## config.mk

```make
export PLATFORM = sky130hd
export DESIGN_NAME = escape_sequence_expander_unit_flat
export DESIGN_NICKNAME = d
export VERILOG_FILES = /design/src/hw/rtl/ese_pkg.sv /design/src/hw/rtl/ese_if.sv /design/src/hw/rtl/ese_front.sv /design/src/hw/rtl/ese_queue.sv /design/src/hw/rtl/ese_back.sv /design/src/hw/rtl/escape_sequence_expander_unit.sv /design/src/flat_wrapper.sv
export SDC_FILE = /design/constraint.sdc
export NUM_CORES = 1
export LEC_CHECK = 0
export ABC_AREA = 1
export BUFFER_PORTS_ARGS = -buffer_cell sky130_fd_sc_hd__buf_2
export CORE_MARGIN = 2
export CORE_UTILIZATION = 25
export CTS_BUF_LIST = sky130_fd_sc_hd__clkbuf_4
export DETAILED_ROUTE_END_ITERATION = 10
export PLACE_DENSITY_LB_ADDON = 0.2
export SYNTH_ARGS = -nofsm -noshare
export SYNTH_HDL_FRONTEND = slang
export SYNTH_HIERARCHICAL = 1
export SYNTH_SLANG_ARGS = --single-unit
```

## constraint.sdc

```tcl
create_clock -name clk -period 6.9 [get_ports clk]
set_input_delay 0.345 -clock clk [delete_from_list [all_inputs] [get_ports clk]]
set_output_delay 0.345 -clock clk [all_outputs]
set_load 0.1 [all_outputs]
```

## src/hw/rtl/ese_pkg.sv

```systemverilog
// ----------------------------------------------------------------------------
// ese_pkg
// Shared constants, payload types and character helpers for the escape
// sequence expander.
// ----------------------------------------------------------------------------
package ese_pkg;

  localparam int CHAR_W       = 8;
  localparam int LEN_W        = 12;
  localparam int CAP_W        = 13;
  localparam int SLOTS        = 4;
  localparam int MAX_CAP_DEF  = 4096;
  localparam int QUEUE_DEPTH  = 4;
  localparam int QPTR_W       = 2;
  localparam int QCNT_W       = 3;

  localparam logic [CAP_W-1:0] CAP_RESET = 13'd256;

  localparam logic [CHAR_W-1:0] CH_BSLASH = 8'h5C;
  localparam logic [CHAR_W-1:0] CH_X      = 8'h78;
  localparam logic [CHAR_W-1:0] CH_R      = 8'h72;
  localparam logic [CHAR_W-1:0] CH_N      = 8'h6E;
  localparam logic [CHAR_W-1:0] CH_T      = 8'h74;
  localparam logic [CHAR_W-1:0] CH_CR     = 8'h0D;
  localparam logic [CHAR_W-1:0] CH_LF     = 8'h0A;
  localparam logic [CHAR_W-1:0] CH_TAB    = 8'h09;
  localparam logic [CHAR_W-1:0] CH_0      = 8'h30;
  localparam logic [CHAR_W-1:0] CH_9      = 8'h39;
  localparam logic [CHAR_W-1:0] CH_A_LO   = 8'h61;
  localparam logic [CHAR_W-1:0] CH_F_LO   = 8'h66;
  localparam logic [CHAR_W-1:0] CH_A_UP   = 8'h41;
  localparam logic [CHAR_W-1:0] CH_F_UP   = 8'h46;

  // one accepted character worth of output: up to four bytes plus an end item
  typedef struct packed {
    logic [SLOTS-1:0][CHAR_W-1:0] bytes;
    logic [SLOTS-1:0]             mask;
    logic                         is_end;
    logic [LEN_W-1:0]             len;
  } ese_entry_t;

  function automatic logic hex_ok(input logic [CHAR_W-1:0] ch);
    return ch inside {[CH_0:CH_9], [CH_A_LO:CH_F_LO], [CH_A_UP:CH_F_UP]};
  endfunction

  function automatic logic [3:0] hex_val(input logic [CHAR_W-1:0] ch);
    logic [CHAR_W-1:0] d;
    if (ch inside {[CH_0:CH_9]}) begin
      d = ch - CH_0;
    end else if (ch inside {[CH_A_LO:CH_F_LO]}) begin
      d = ch - CH_A_LO + 8'd10;
    end else begin
      d = ch - CH_A_UP + 8'd10;
    end
    return d[3:0];
  endfunction

endpackage

```

## src/hw/rtl/ese_if.sv

```systemverilog
// ----------------------------------------------------------------------------
// ese_if
// Valid/ready channels for source characters and expanded bytes.
// ----------------------------------------------------------------------------
interface ese_in_if import ese_pkg::*; ();
  logic              valid;
  logic              ready;
  logic [CHAR_W-1:0] in_char;
  logic              in_last;

  modport source (output valid, in_char, in_last, input ready);
  modport sink   (input valid, in_char, in_last, output ready);
endinterface

interface ese_out_if import ese_pkg::*; ();
  logic              valid;
  logic              ready;
  logic [CHAR_W-1:0] out_byte;
  logic              out_is_end;
  logic [LEN_W-1:0]  out_length;

  modport source (output valid, out_byte, out_is_end, out_length, input ready);
  modport sink   (input valid, out_byte, out_is_end, out_length, output ready);
endinterface

```

## src/hw/rtl/ese_front.sv

```systemverilog
// ----------------------------------------------------------------------------
// ese_front
// Accepts source characters, tracks the escape parse state and byte count,
// and turns each character into at most one queue entry of bytes to write.
// ----------------------------------------------------------------------------
module ese_front import ese_pkg::*; #(
  parameter int MAX_CAPACITY = MAX_CAP_DEF
) (
  input  logic             clk,
  input  logic             rst,
  input  logic             cfg_we,
  input  logic [CAP_W-1:0] cfg_wdata,
  ese_in_if.sink           char_in,
  input  logic             q_full,
  output logic             push,
  output ese_entry_t       entry
);

  localparam int LW = $clog2(MAX_CAPACITY);
  localparam int CW = $clog2(MAX_CAPACITY + 1);
  localparam int XW = (CW > CAP_W) ? CW : CAP_W;

  typedef enum logic [1:0] {
    M_PLAIN,
    M_ESC,
    M_HEX1,
    M_HEX2
  } mode_t;

  function automatic logic [LW-1:0] limit_of(input logic [CAP_W-1:0] c);
    logic [XW-1:0] cx;
    cx = XW'(c);
    if (c == '0) begin
      return '0;
    end else if (cx >= XW'(MAX_CAPACITY)) begin
      return LW'(MAX_CAPACITY - 1);
    end else begin
      return LW'(cx - XW'(1));
    end
  endfunction

  mode_t             mode;
  mode_t             mode_next;
  mode_t             mode_go;
  logic [CHAR_W-1:0] held;
  logic [LW-1:0]     wc;
  logic [LW-1:0]     wc_next;
  logic [LW-1:0]     lim;

  logic                         acc;
  logic [CHAR_W-1:0]            ch;
  logic                         last;
  logic [SLOTS-1:0][CHAR_W-1:0] cand_byte;
  logic [SLOTS-1:0]             cand_on;
  logic [SLOTS-1:0]             cand_need2;
  logic                         esc_req;
  logic                         held_load;
  logic [SLOTS-1:0]             emit;
  logic [LW-1:0]                diff;
  logic [LW+2:0]                diffx;
  logic [2:0]                   av0;
  logic [2:0]                   av;
  logic                         go_esc;
  logic [2:0]                   cnt;
  logic [LW+2:0]                wc_sum;

  assign ch            = char_in.in_char;
  assign last          = char_in.in_last;
  assign char_in.ready = !q_full;
  assign acc           = char_in.valid && !q_full;

  // room left below the byte limit, capped at the most one character can use
  always_comb begin
    diff  = (wc < lim) ? (lim - wc) : '0;
    diffx = {3'b000, diff};
    av0   = (diffx > (LW+3)'(SLOTS)) ? 3'(SLOTS) : diffx[2:0];
  end

  always_comb begin
    cand_byte  = '0;
    cand_on    = '0;
    cand_need2 = '0;
    esc_req    = 1'b0;
    held_load  = 1'b0;
    mode_go    = M_PLAIN;
    case (mode)
      M_PLAIN: begin
        if (ch == CH_BSLASH && !last) begin
          esc_req = 1'b1;
        end else begin
          cand_on[0]   = 1'b1;
          cand_byte[0] = ch;
        end
      end
      M_ESC: begin
        cand_on[0] = 1'b1;
        if (ch == CH_R) begin
          cand_byte[0] = CH_CR;
        end else if (ch == CH_N) begin
          cand_byte[0] = CH_LF;
        end else if (ch == CH_T) begin
          cand_byte[0] = CH_TAB;
        end else if (ch == CH_BSLASH) begin
          cand_byte[0] = CH_BSLASH;
        end else if (ch == CH_X && !last) begin
          cand_on[0] = 1'b0;
          mode_go    = M_HEX1;
        end else if (ch == CH_X) begin
          // \x cut off by end of string
          cand_byte[0]  = CH_BSLASH;
          cand_on[1]    = 1'b1;
          cand_byte[1]  = CH_X;
          cand_need2[1] = 1'b1;
        end else begin
          cand_byte[0] = CH_BSLASH;
          cand_on[1]   = 1'b1;
          cand_byte[1] = ch;
        end
      end
      M_HEX1: begin
        if (hex_ok(ch) && !last) begin
          held_load = 1'b1;
          mode_go   = M_HEX2;
        end else begin
          cand_on[0]    = 1'b1;
          cand_byte[0]  = CH_BSLASH;
          cand_on[1]    = 1'b1;
          cand_byte[1]  = CH_X;
          cand_need2[1] = 1'b1;
          if (ch == CH_BSLASH && !last) begin
            esc_req = 1'b1;
          end else begin
            cand_on[2]   = 1'b1;
            cand_byte[2] = ch;
          end
        end
      end
      M_HEX2: begin
        cand_on[0] = 1'b1;
        if (hex_ok(ch)) begin
          cand_byte[0] = {hex_val(held), hex_val(ch)};
        end else begin
          // bad second digit: literal \x, the held digit, then ch as plain
          cand_byte[0]  = CH_BSLASH;
          cand_on[1]    = 1'b1;
          cand_byte[1]  = CH_X;
          cand_need2[1] = 1'b1;
          cand_on[2]    = 1'b1;
          cand_byte[2]  = held;
          if (ch == CH_BSLASH && !last) begin
            esc_req = 1'b1;
          end else begin
            cand_on[3]   = 1'b1;
            cand_byte[3] = ch;
          end
        end
      end
      default: begin
        cand_on = '0;
      end
    endcase
  end

  // walk the candidates in order against the remaining room
  always_comb begin
    av   = av0;
    emit = '0;
    for (int i = 0; i < SLOTS; i++) begin
      if (cand_on[i] && (cand_need2[i] ? (av >= 3'd2) : (av >= 3'd1))) begin
        emit[i] = 1'b1;
        av      = av - 3'd1;
      end
    end
    go_esc = esc_req && (av >= 3'd1);
    cnt    = {2'b00, emit[0]} + {2'b00, emit[1]} + {2'b00, emit[2]} + {2'b00, emit[3]};
    wc_sum = {3'b000, wc} + (LW+3)'(cnt);
  end

  always_comb begin
    if (last) begin
      mode_next = M_PLAIN;
      wc_next   = '0;
    end else begin
      mode_next = go_esc ? M_ESC : mode_go;
      wc_next   = LW'(wc_sum);
    end
  end

  assign push         = acc && ((emit != '0) || last);
  assign entry.bytes  = cand_byte;
  assign entry.mask   = emit;
  assign entry.is_end = last;
  assign entry.len    = LEN_W'(wc_sum);

  always_ff @(posedge clk) begin
    if (rst) begin
      mode <= M_PLAIN;
      wc   <= '0;
      held <= '0;
      lim  <= limit_of(CAP_RESET);
    end else begin
      if (cfg_we) begin
        lim <= limit_of(cfg_wdata);
      end
      if (acc) begin
        mode <= mode_next;
        wc   <= wc_next;
        if (held_load) begin
          held <= ch;
        end
      end
    end
  end

  a_end_clears: assert property (@(posedge clk) disable iff (rst)
    acc && last |=> mode == M_PLAIN && wc == '0)
    else $error("parse state not cleared after end of string");

  a_count_bound: assert property (@(posedge clk) disable iff (rst)
    acc && !last && !cfg_we && wc <= lim |=> wc <= lim)
    else $error("byte count passed the limit");

  a_no_push_full: assert property (@(posedge clk) disable iff (rst)
    push |-> !q_full)
    else $error("entry pushed into a full queue");

endmodule

```

## src/hw/rtl/ese_queue.sv

```systemverilog
// ----------------------------------------------------------------------------
// ese_queue
// Small register queue of expansion entries between front and back.
// ----------------------------------------------------------------------------
module ese_queue import ese_pkg::*; (
  input  logic       clk,
  input  logic       rst,
  input  logic       push,
  input  ese_entry_t wr_entry,
  input  logic       pop,
  output ese_entry_t head,
  output logic       full,
  output logic       not_empty
);

  ese_entry_t        store [QUEUE_DEPTH];
  logic [QPTR_W-1:0] wr_ptr;
  logic [QPTR_W-1:0] rd_ptr;
  logic [QCNT_W-1:0] count;

  assign full      = (count == QCNT_W'(QUEUE_DEPTH));
  assign not_empty = (count != '0);
  assign head      = store[rd_ptr];

  always_ff @(posedge clk) begin
    if (push) begin
      store[wr_ptr] <= wr_entry;
    end
  end

  always_ff @(posedge clk) begin
    if (rst) begin
      wr_ptr <= '0;
      rd_ptr <= '0;
      count  <= '0;
    end else begin
      if (push) begin
        wr_ptr <= wr_ptr + QPTR_W'(1);
      end
      if (pop) begin
        rd_ptr <= rd_ptr + QPTR_W'(1);
      end
      if (push && !pop) begin
        count <= count + QCNT_W'(1);
      end else if (pop && !push) begin
        count <= count - QCNT_W'(1);
      end
    end
  end

  a_count_range: assert property (@(posedge clk) disable iff (rst)
    count <= QCNT_W'(QUEUE_DEPTH))
    else $error("queue count out of range");

  a_pop_nonempty: assert property (@(posedge clk) disable iff (rst)
    pop |-> count != '0)
    else $error("pop from an empty queue");

endmodule

```

## src/hw/rtl/ese_back.sv

```systemverilog
// ----------------------------------------------------------------------------
// ese_back
// Takes queue entries and sends their bytes, then the end item of a final
// entry, one beat per cycle while byte_out.ready is high.
// ----------------------------------------------------------------------------
module ese_back import ese_pkg::*; (
  input  logic       clk,
  input  logic       rst,
  input  ese_entry_t head,
  input  logic       q_valid,
  output logic       pop,
  ese_out_if.source  byte_out
);

  ese_entry_t             cur;
  logic                   cur_valid;
  logic [SLOTS-1:0]       mask_rest;
  logic [$clog2(SLOTS)-1:0] sel;
  logic                   last_beat;
  logic                   taken;
  logic                   load;

  // lowest pending byte goes first
  always_comb begin
    sel = '0;
    for (int i = SLOTS - 1; i >= 0; i--) begin
      if (cur.mask[i]) begin
        sel = ($clog2(SLOTS))'(i);
      end
    end
  end

  assign mask_rest = cur.mask & (cur.mask - SLOTS'(1));
  assign last_beat = (cur.mask == '0) || ((mask_rest == '0) && !cur.is_end);
  assign taken     = cur_valid && byte_out.ready;
  assign load      = !cur_valid || (taken && last_beat);
  assign pop       = load && q_valid;

  assign byte_out.valid      = cur_valid;
  assign byte_out.out_is_end = (cur.mask == '0);
  assign byte_out.out_byte   = (cur.mask == '0) ? '0 : cur.bytes[sel];
  assign byte_out.out_length = (cur.mask == '0) ? cur.len : '0;

  always_ff @(posedge clk) begin
    if (rst) begin
      cur_valid <= 1'b0;
    end else if (load) begin
      cur_valid <= q_valid;
    end
  end

  always_ff @(posedge clk) begin
    if (load) begin
      if (q_valid) begin
        cur <= head;
      end
    end else if (taken) begin
      cur.mask <= mask_rest;
    end
  end

  a_cur_nonempty: assert property (@(posedge clk) disable iff (rst)
    cur_valid |-> (cur.mask != '0) || cur.is_end)
    else $error("held entry has nothing to send");

endmodule

```

## src/hw/rtl/escape_sequence_expander_unit.sv

```systemverilog
// ----------------------------------------------------------------------------
// escape_sequence_expander_unit
// Backslash escape expander with a byte limit and an end-of-string item.
// ----------------------------------------------------------------------------
// Usage:
//   char_in carries one source character per beat, in_last set on the final
//   character of a string. byte_out carries expanded bytes and, after the
//   final character, an end item (out_is_end set) with the byte count.
//   cfg_we/cfg_wdata write the capacity; write it only between strings.
// Timing:
//   An accepted character becomes at most one queue entry in the same cycle;
//   its beats then pass through the queue and the back stage's held entry
//   before they appear on byte_out. The output side sends one beat per
//   cycle while byte_out.ready is high, so the input takes one character per
//   cycle as long as each causes at most one beat; a character that yields
//   several beats (up to five) holds the output until all are taken, and a
//   four-entry queue absorbs such bursts.
// Reset:
//   parse state and byte count clear, capacity returns to 256, queue empties.
// Stall:
//   with byte_out.ready low the current beat holds, the queue fills, and
//   char_in.ready drops once the queue is full.
// ----------------------------------------------------------------------------
module escape_sequence_expander_unit import ese_pkg::*; #(
  parameter int MAX_CAPACITY = MAX_CAP_DEF
) (
  input  logic             clk,
  input  logic             rst,
  input  logic             cfg_we,
  input  logic [CAP_W-1:0] cfg_wdata,
  ese_in_if.sink           char_in,
  ese_out_if.source        byte_out
);

  ese_entry_t wr_entry;
  ese_entry_t head;
  logic       push;
  logic       pop;
  logic       q_full;
  logic       q_valid;

  ese_front #(
    .MAX_CAPACITY (MAX_CAPACITY)
  ) u_front (
    .clk       (clk),
    .rst       (rst),
    .cfg_we    (cfg_we),
    .cfg_wdata (cfg_wdata),
    .char_in   (char_in),
    .q_full    (q_full),
    .push      (push),
    .entry     (wr_entry)
  );

  ese_queue u_queue (
    .clk       (clk),
    .rst       (rst),
    .push      (push),
    .wr_entry  (wr_entry),
    .pop       (pop),
    .head      (head),
    .full      (q_full),
    .not_empty (q_valid)
  );

  ese_back u_back (
    .clk      (clk),
    .rst      (rst),
    .head     (head),
    .q_valid  (q_valid),
    .pop      (pop),
    .byte_out (byte_out)
  );

endmodule

```

## src/flat_wrapper.sv

```systemverilog
// flat-port wrapper written by rule: the top's interface ports become plain ports
module escape_sequence_expander_unit_flat import ese_pkg::*;
#(
  parameter int MAX_CAPACITY = MAX_CAP_DEF
)
  (clk, rst, cfg_we, cfg_wdata, char_in_valid, char_in_in_char, char_in_in_last, char_in_ready, byte_out_valid, byte_out_out_byte, byte_out_out_is_end, byte_out_out_length, byte_out_ready);
  ese_in_if char_in_i ();
  ese_out_if byte_out_i ();
  input  logic clk;
  input  logic rst;
  input  logic cfg_we;
  input  logic [CAP_W-1:0] cfg_wdata;
  input wire logic [$bits(char_in_i.valid)-1:0] char_in_valid;
  input wire logic [$bits(char_in_i.in_char)-1:0] char_in_in_char;
  input wire logic [$bits(char_in_i.in_last)-1:0] char_in_in_last;
  output wire logic [$bits(char_in_i.ready)-1:0] char_in_ready;
  output wire logic [$bits(byte_out_i.valid)-1:0] byte_out_valid;
  output wire logic [$bits(byte_out_i.out_byte)-1:0] byte_out_out_byte;
  output wire logic [$bits(byte_out_i.out_is_end)-1:0] byte_out_out_is_end;
  output wire logic [$bits(byte_out_i.out_length)-1:0] byte_out_out_length;
  input wire logic [$bits(byte_out_i.ready)-1:0] byte_out_ready;
  assign char_in_i.valid = char_in_valid;
  assign char_in_i.in_char = char_in_in_char;
  assign char_in_i.in_last = char_in_in_last;
  assign char_in_ready = char_in_i.ready;
  assign byte_out_valid = byte_out_i.valid;
  assign byte_out_out_byte = byte_out_i.out_byte;
  assign byte_out_out_is_end = byte_out_i.out_is_end;
  assign byte_out_out_length = byte_out_i.out_length;
  assign byte_out_i.ready = byte_out_ready;
  escape_sequence_expander_unit #(.MAX_CAPACITY(MAX_CAPACITY)) u_core (.clk(clk), .rst(rst), .cfg_we(cfg_we), .cfg_wdata(cfg_wdata), .char_in(char_in_i), .byte_out(byte_out_i));
endmodule
```

==> metrics.txt, run 1 <==
Int Pwr=3.61 mW; drt first pass iters=5; crit share post-route=96.7%; crit end category=register; Max VDD drop=459 µV; layer with the highest usage=met2; critical path class=reg -> reg; Switching Share=between 40% and 50%; relative slew slack=between 20 and 25%; GR Util All Layers=13.2%; CTS Buf Count=82; area leader, netlist=edfxtp_1; synth warn=6; EDFF count, synth=245; wire per inst=16.3 µm; Startpoint Class=register; # H-tree levels=3; Placed Cells=2214; root buf cell=clkbuf_4; Main synth FF type=edfxtp_1; post-synth top area share=roughly 52%; Slew Viols, Final=0; I/O Buffers=49; leakage power=6.70 nW; TritonCTS clock tree=done; Clk pwr share=25.2%; fillcell total=5932; Area contributors post-synth=edfxtp_1 52%, dfxtp_1 6.2%, nand2_1 5.4%; cell with the most instances after synthesis=edfxtp_1; WP data required=7600 ps; routability cong.=0.874; post-DR vias/cell=4.42; vias in the first global route=between 10000 and 15000; worst setup slack after placement=-156 ps; Area after DPL=15400 µm²; CTS Buffer Depth=3; synthesized area=14200 µm²; post-route setup slack=229 ps; num rows=87; clk slew on worst S/H paths=60 ps; Final setup viols=0; post-route ant nets=0; die area=58600 µm²; synthesized area per cell=roughly 10 µm²; status=finished clean; max capacitance violation total=0; first-pass GRT wire length=around 60000 µm; Final Instance Area=17100 µm²; total grt overflow=0; Distinct cells, synth=56; die height=242 µm; #FFs+latches synth=289; Psw=2.61 mW; Layout Skew=40.8 ps; initial antenna violation count=2; Critical-path top delay cell=fa_2; core area=56200 µm²; Arrival @ worst endpoint=between 7000 and 8000 ps; Hold WC Path Type=in -> reg; P per Cell Area=363 nW/µm²; Area growth syn-to-layout=20.9%; Hold Vio Cnt, Final=0; clk sinks=between 200 and 300; RSZ-0062 raised after global routing=true; asr flop ratio synth=0%; drt drc=0; Flop pwr share=39.4%; Tightest Pin Transition=1130 ps; final wirelength=~40000 µm; IO Count=50; Starting DRT DRC Count=between 600 and 700; grt met1 use=17.4%; cells after synthesis=1422; total number of vias=10600; largest net degree at the start of global routing=99; Final Net Count=1653; CP peak stage delay=550 ps; cell family with most CP delay=simple AND/OR/NAND/NOR gates; sequential fraction of the synthesis area=58.1%; FMAX=150 MHz; M2 GR Usage=21.7%; clock period minus worst slack=6670 ps; Initial Util=25.2%; layout cells sized above 1=23.0%; M3 GR Usage=around 2.9%; clk_lat worst skew=780 ps; non-filler cells, final=2400; HPWL after DPL=24400 µm; cell mode on critical path=inv_2; Buf+Inv Stages, Crit Path=8; Die X=242 µm; Util after Layout=30.5%; Post-Syn Nets=1497; top cells by count, synth=245 x edfxtp_1, 204 x nand2_1, 177 x inv_1; Worst Path Max Fanout=4; combinational power share=35.4%
==> state kept, by name (all words and copies together) (netlist names), named ones only <==
name                          cells
u_core/u_back/byte_out.valid      1
u_core/u_back/cur                49
u_core/u_front/held               8
u_core/u_front/lim               12
u_core/u_front/mode               2
u_core/u_front/wc                12
u_core/u_queue/count              3
u_core/u_queue/rd_ptr             2
u_core/u_queue/store            196
u_core/u_queue/wr_ptr             2
==> cells in the final DEF (no fill, tap or decap), types with 11 or more instances in the layout <==
cell type / n
edfxtp_1: 245
nand2_1: 195
nor2_1: 168
inv_1: 160
o21ai_0: 125
clkbuf_4: 119
o22ai_1: 57
a21oi_1: 53
nand3_1: 51
buf_2: 49
buf_4: 47
dfxtp_1: 37
inv_2: 31
nand2_2: 31
ha_1: 28
nand3b_1: 21
dlygate4sd3_1: 20
clkinv_1: 18
xor2_1: 15
nand4_1: 12
nor3_1: 12
ha_4: 12
nand3_2: 11
==> layout make-up <==
type                    count  area, µm²  share of cell area, %
flip-flops and latches    289       8250                   48.2
multi-input cells         887       5250                   30.7
well taps                 756        946                   5.52
clock buffers             119        893                   5.22
repair buffers            121        890                   5.19
inverters                 197        752                   4.39
clock inverters            23        126                  0.738
diodes                      8       20.0                  0.117
==> path summary, 6_finish.rpt <==
kind / startpoint / to / slack [ps] / cells after the start
hold reg to reg: u_core/u_queue/rd_ptr[1] / register / 450 / 1
setup / recovery: u_core/u_front/lim[0] / u_core/u_front/wc[11] / 230 / 47
setup reg to reg: u_core/u_front/lim[0] / u_core/u_front/wc[11] / 230 / 47
hold / removal: char_in_in_char[1] / u_core/u_front/held[1] / 90 / 3
==> worst register-to-register path: cells and delay by family (launching register included) <==
family                     cells  cell delay, ps
and+or+nand+nor               25            2670
AOI/OAI and AO/OA              4             520
xor gates and xnor gates       2             380
adders and majority gates      8            2310
DFF                            1             320
buffers and inverters          8             420
==> metal layers <==
layer / up-vias / share of wire [%]
li1: 5247 / -
met1: 5043 / 46
met2: 261 / 47
met3: 60 / 4.8
met4: 0 / 1.9
met5: - / 0
==> timing repair <==
action / in CTS / in global routing
buffers inserted: 1 / 15
pin swaps: 1 / 38
setup endpoints to repair: 10 / 47
hold buffers: 20 / 0
endpoints found under the hold margin: 25 / 0
gates resized for setup: 3 / 84
==> logic make-up after synthesis <==
| kind of cell | after synthesis | share of synthesized area (%) |
|---|---|---|
| simple gates | 540 | 17.4 |
| flops | 289 | 58.1 |
| compound gates | 279 | 11.2 |
| buf+inv | 246 | 7.31 |
| fa+ha+maj | 48 | 4.50 |
| xor+xnor | 19 | 1.28 |
| mux | 1 | 0.0707 |
==> power groups by stage <==
stage	combinational, mW	sequential [mW]	clock [mW]
global placement	2.20	2.49	0
CTS	2.23	2.46	1.63
global route	2.42	2.49	1.72
finish	2.20	2.45	1.57
floorplan	1.70	2.42	0
detailed placement	2.21	2.49	0
==> stage by stage <==
stage	TNS, ps	power (mW)	hold WS (ps)
floorplan	0	4.13	407
global placement	0	4.70	441
detailed placement	-636	4.71	439
CTS	0	6.32	0.784
global route	-1630	6.62	22.0
finish	0	6.22	88.8
No activity file was read; power rests on OpenSTA's default activity.
==> run 2, diff against run 1 <==
--- a/config.mk
+++ b/config.mk
@@ -6,11 +6,11 @@
 export NUM_CORES = 1
 export LEC_CHECK = 0
 export ABC_AREA = 1
-export BUFFER_PORTS_ARGS = -buffer_cell sky130_fd_sc_hd__buf_2
 export CORE_MARGIN = 2
 export CORE_UTILIZATION = 25
 export CTS_BUF_LIST = sky130_fd_sc_hd__clkbuf_4
 export DETAILED_ROUTE_END_ITERATION = 10
+export DONT_BUFFER_PORTS = 1
 export PLACE_DENSITY_LB_ADDON = 0.2
 export SYNTH_ARGS = -nofsm -noshare
 export SYNTH_HDL_FRONTEND = slang
==> run 2 against run 1 <==
Against the previous run: sequential share of layout area down 0.14 points; first-iteration DRC count is 11% lower; global-route usage barely moved; maximum frequency is essentially flat; critical path depth increased by 2.
==> metrics.txt, run 2 (synthesis results as in run 1) <==
clk_lat worst skew=approximately 800 ps; final wirelength=roughly 40000 µm; biggest regs=u_core/u_queue/store (196), u_core/u_back/cur (49); clock period minus worst slack=roughly 6700 ps; post-DR vias/cell=around 4.4; core area=56200 µm²; clk sinks=289; Starting DRT DRC Count=560; wire per inst=16.5 µm; Int Pwr=between 3 and 4 mW; met1 wire length=18000 µm; R2R depth=49; CTS Buffer Depth=3; # H-tree levels=3; met2 wire length=18400 µm; Biggest register=u_core/u_queue/store; Final Net Count=1633; fillcell total=5912; Hold Slack=about 84 ps; post-route setup slack=approximately 230 ps; register area=8250 µm²; crit share post-route=a little over nine tenths; first-pass GRT wire length=60300 µm; Top Layer Used=met4; critical path class=reg -> reg; HPWL after DPL=about 25000 µm; status=finished clean; vias in the first global route=about 11000; commonest non-fill, non-tap cell in the layout=edfxtp_1; clk slew on worst S/H paths=60 ps; combinational power share=35.6%; cell mode on critical path=inv_2; number of flip-flops in the largest register=slightly below 200; cell family with most CP delay=adder cells; Max VDD drop=505 µV; routability cong.=roughly 0.88; layout cells sized above 1=22.6%; Area growth syn-to-layout=21.2%; Worst R2R Setup Slack=230 ps; drt first pass iters=5; total number of vias=10500; CP peak stage delay=450 ps; largest net degree at the start of global routing=between 90 and 100; Buf+Inv Stages, Crit Path=10; most frequent cells in the layout=245 x edfxtp_1, 194 x nand2_1, 159 x inv_1; die height=242 µm; worst hold start=cfg_wdata[0]; leakage power=6.62 nW; hold path cells=3; post-route ant nets=0; metal3 WL=1780 µm; worst r2r dst=u_core/u_front/wc[10]; Layout Skew=66.6 ps; Initial Util=25.2%; WP data required=7590 ps; TritonCTS clock tree=done; Psw=2.62 mW; Hold WC Path Type=in -> reg; CTS Buf Count=83; Flop pwr share=approximately 39%; max capacitance violation total=0; crit end category=register; I/O Buffers=0; Worst Path Max Fanout=5; Switching Share=41.7%; Worst R2R Start=u_core/u_front/lim[0]; Arrival @ worst endpoint=7360 ps; RSZ-0062 raised after global routing=true; initial antenna violation count=2; Slew Viols, Final=0; area of the multi-input gates=5290 µm²; Critical-path top delay cell=fa_1; worst setup slack after placement=-73.2 ps; die area=58600 µm²; Die X=between 200 and 250 µm; IO Count=50; TNS Setup=0 ps; num rows=a little under 90; drt drc=0; Hold Vio Cnt, Final=0; FMAX=between 100 and 150 MHz; root buf cell=clkbuf_4; Final setup viols=0; Min-Delay Endpoint=u_core/u_front/lim[0]; relative slew slack=21.3%; GR Util All Layers=13.3%; Tightest Pin Transition=between 1000 and 1500 ps; Startpoint Class=register; total grt overflow=0; Clk pwr share=25.3%; P per Cell Area=366 nW/µm²
==> run 2: cell types whose count changed in the layout (fill, tap and decap cells not counted), sizes merged <==
cell / before / now
buf: 101 / 66
clkbuf: 119 / 121
clkinv: 23 / 25
diode: 8 / 2
dlygate4sd3: 20 / 34
inv: 195 / 198
==> run 2: worst max-delay path by stage <==
stage	from	to	slack [ps]	depth (start not counted)
6_report	u_core/u_front/lim[0]	u_core/u_front/wc[10]	230	49
4_1_cts	u_core/u_front/lim[0]	u_core/u_queue/store[3][11]	30	46
3_3_place_gp	u_core/u_front/lim[0]	u_core/u_queue/store[0][11]	40	46
5_1_grt	u_core/u_front/lim[0]	u_core/u_front/wc[11]	-180	49
2_1_floorplan	u_core/u_front/lim[0]	u_core/u_front/wc[11]	290	47
3_5_place_dp	u_core/u_front/lim[0]	u_core/u_queue/store[1][11]	-70	46
==> run 2: layer usage <==
| metal | up-vias | track usage, % |
|---|---|---|
| met5 | - | 0 |
| met4 | 0 | 4.83 |
| met3 | 75 | 3.10 |
| met2 | 208 | 21.9 |
| met1 | 4979 | 17.0 |
| li1 | 5203 | - |
==> run 2: repair_timing <==
item,4_1_cts,5_1_grt
pin swaps,0,39
gates resized for setup,4,81
setup endpoints to repair,6,48
buffers inserted,0,14
hold endpoints to repair,139,0
hold buffers,35,0
gates cloned,0,0
==> run 2: final cells by class <==
class | count | share of cell area (%)
tap | 756 | 5.51
antenna | 2 | 0.0291
multi-input combinational | 887 | 30.8
clock inverter | 28 | 0.889
sequential | 289 | 48.0
timing repair buffer | 100 | 5.09
clock buffer | 121 | 5.29
inverter | 197 | 4.38
==> run 2: worst reg2reg max path, delay by kind of cell, from the launching register on <==
| kind | cells | cell delay, ps |
|---|---|---|
| fa+ha+maj | 9 | 2340 |
| flops | 1 | 320 |
| simple gates | 23 | 2150 |
| buf+inv | 10 | 620 |
| compound gates | 4 | 600 |
| xor+xnor | 3 | 570 |
==> run 2: per-stage QoR <==
stage / total power, mW / cells / instance area (µm²) / utilization [%]
after floorplan: 4.13 / 1422 / 14200 / -
final: 6.28 / 2380 / 17200 / 30.6
after detailed placement: 4.73 / 2180 / 15300 / 27.2
after global routing: 6.67 / 2380 / 17200 / 30.6
after global placement: 4.72 / 2180 / 15300 / 27.2
after CTS: 6.38 / 2364 / 16700 / 29.8
==> run 2: power groups by stage <==
stage | logic, mW | clock network (mW) | registers, mW
2_1_floorplan | 1.70 | 0 | 2.42
3_3_place_gp | 2.22 | 0 | 2.50
3_5_place_dp | 2.22 | 0 | 2.50
4_1_cts | 2.25 | 1.66 | 2.47
5_1_grt | 2.43 | 1.74 | 2.49
6_report | 2.23 | 1.59 | 2.46
==> run 3, diff against run 2 <==
--- a/config.mk
+++ b/config.mk
@@ -8,7 +8,7 @@
 export ABC_AREA = 1
 export CORE_MARGIN = 2
 export CORE_UTILIZATION = 25
-export CTS_BUF_LIST = sky130_fd_sc_hd__clkbuf_4
+export CTS_BUF_LIST = sky130_fd_sc_hd__clkbuf_4 sky130_fd_sc_hd__clkbuf_8 sky130_fd_sc_hd__clkbuf_16
 export DETAILED_ROUTE_END_ITERATION = 10
 export DONT_BUFFER_PORTS = 1
 export PLACE_DENSITY_LB_ADDON = 0.2
==> constraint.sdc (replaced) <==
create_clock -name clk -period 5.7 [get_ports clk]
set_input_delay 0.285 -clock clk [delete_from_list [all_inputs] [get_ports clk]]
set_output_delay 0.285 -clock clk [all_outputs]
set_load 0.1 [all_outputs]
==> run 3 against run 2 <==
Against the previous run: the flow now finishes with violations (negative setup slack); cell count about the same; hold slack worse by 59 ps; utilization up 1.9 points; largest cell class unchanged.
==> metrics.txt, run 3 (synthesis results as in run 1) <==
critical path class=reg -> reg; routability cong.=0.848; Biggest register=u_core/u_queue/store; vias in the first global route=10300; Worst R2R Start=u_core/u_front/wc[0]; commonest non-fill, non-tap cell in the layout=edfxtp_1; post-DR vias/cell=4.40; Area growth syn-to-layout=28.7%; die area=~59000 µm²; Final setup viols=55; I/O Buffers=0; Initial Util=25.2%; Starting DRT DRC Count=638; relative slew slack=17.3%; worst r2r dst=u_core/u_front/wc[10]; worst hold start=cfg_wdata[6]; most frequent cells in the layout=245 x edfxtp_1, 190 x nand2_1, 159 x inv_1; total grt overflow=0; # H-tree levels=2; Worst R2R Setup Slack=-560 ps; post-route ant nets=0; initial antenna violation count=1; GR Util All Layers=13.5%; wire per inst=around 17 µm; num rows=between 80 and 90; P per Cell Area=roughly 440 nW/µm²; max capacitance violation total=0; crit end category=register; FMAX=160 MHz; core area=about 56000 µm²; ANT cells=0; Slew Viols, Final=0; crit share post-route=110%; leakage power=7.09 nW; Buf+Inv Stages, Crit Path=9; Critical-path top delay cell=fa_1; Hold Vio Cnt, Final=0; largest net degree at the start of global routing=99; Final Net Count=~1700; die height=around 240 µm; Critical Path Stages=45; drt drc=0; Arrival @ worst endpoint=6730 ps; Max VDD drop=roughly 380 µV; clk slew on worst S/H paths=~60 ps; layout cells sized above 1=between 20% and 30%; clock period minus worst slack=around 6300 ps; CTS Buffer Depth=3; cell mode on critical path=inv_2; clk sinks=289; TritonCTS clock tree=done; HPWL after DPL=26300 µm; Startpoint Class=register; Die X=242 µm; RSZ-0062 raised after global routing=true; hold path cells=3; TNS Setup=-22550 ps; WP data required=about 6000 ps; first-pass GRT wire length=61200 µm; clk_lat worst skew=540 ps; drt first pass iters=5; final wirelength=40500 µm; biggest regs=u_core/u_queue/store (196), u_core/u_back/cur (49); post-route setup slack=-555 ps; CP peak stage delay=around 450 ps; Min-Delay Endpoint=u_core/u_front/lim[6]; R2R depth=45; Util after Layout=~32%; failing checks=negative setup slack; status=complete, but fails checks; Tightest Pin Transition=1240 ps; Layout Skew=19.5 ps; IO Count=50; Worst Path Max Fanout=5; total number of vias=10500; Hold WC Path Type=in -> reg; root buf cell=clkbuf_16; number of flip-flops in the largest register=196; cell family with most CP delay=adder cells; CTS Buf Count=34; Hold Slack=25.7 ps
run 3: how the worst max path moves through the flow:
stage,to,from,slack (ps)
2_1_floorplan,u_core/u_front/wc[11],u_core/u_front/lim[0],-710
3_5_place_dp,u_core/u_queue/store[1][11],u_core/u_front/lim[0],-890
3_3_place_gp,u_core/u_queue/store[3][11],u_core/u_front/lim[0],-760
6_report,u_core/u_front/wc[10],u_core/u_front/wc[0],-560
4_1_cts,u_core/u_front/wc[10],u_core/u_front/lim[0],-680
5_1_grt,u_core/u_front/wc[10],u_core/u_front/wc[8],-980
run 3: worst reg2reg max path, delay by kind of cell (launching register included):
kind	cells	cell delay (ps)
XOR/XNOR	2	350
adder cells (fa/ha/maj)	9	2230
flip-flops	1	340
AO/OA/AOI/OAI	4	630
buffers and inverters	9	610
AND/OR/NAND/NOR	21	2050
run 3: where the power goes:
part,internal (mW),switching (mW),leakage (nW)
clock,1.30,0.887,0.561
sequential,2.78,0.179,2.67
combinational,0.673,2.13,3.86
total,4.76,3.19,7.09
run 3: layout make-up:
type                    instances  area [µm²]
fillers                      5837       37900
well taps                     756         946
multi-input cells             887        5450
clock buffers                  45         963
clock inverters                16         163
flip-flops and latches        289        8250
inverters                     197         767
repair buffers                191        1700
run 3: routing by layer:
metal | share of wire [%] | track usage, %
met2 | 48 | 22.9
met5 | 0 | 0
met3 | 4.4 | 2.47
met4 | 2.0 | 3.96
met1 | 45 | 17.5
run 3: timing repair:
item,in CTS,in global routing
hold buffers,11,0
buffers inserted,18,12
endpoints found under the setup margin,258,260
cloned,0,4
gates resized for setup,40,48
pin swaps,46,20
hold endpoints to repair,34,0
run 3: stage by stage:
| step | setup WS [ps] | cell area, µm² | power, mW | cells |
|---|---|---|---|---|
| after global routing | -976 | 18200 | 8.38 | 2381 |
| after global placement | -764 | 16200 | 5.76 | 2276 |
| after detailed placement | -894 | 16200 | 5.79 | 2276 |
| after CTS | -684 | 17800 | 8.03 | 2365 |
| final | -555 | 18200 | 7.95 | 2381 |
| after floorplan | -714 | 14300 | 5.00 | 1422 |
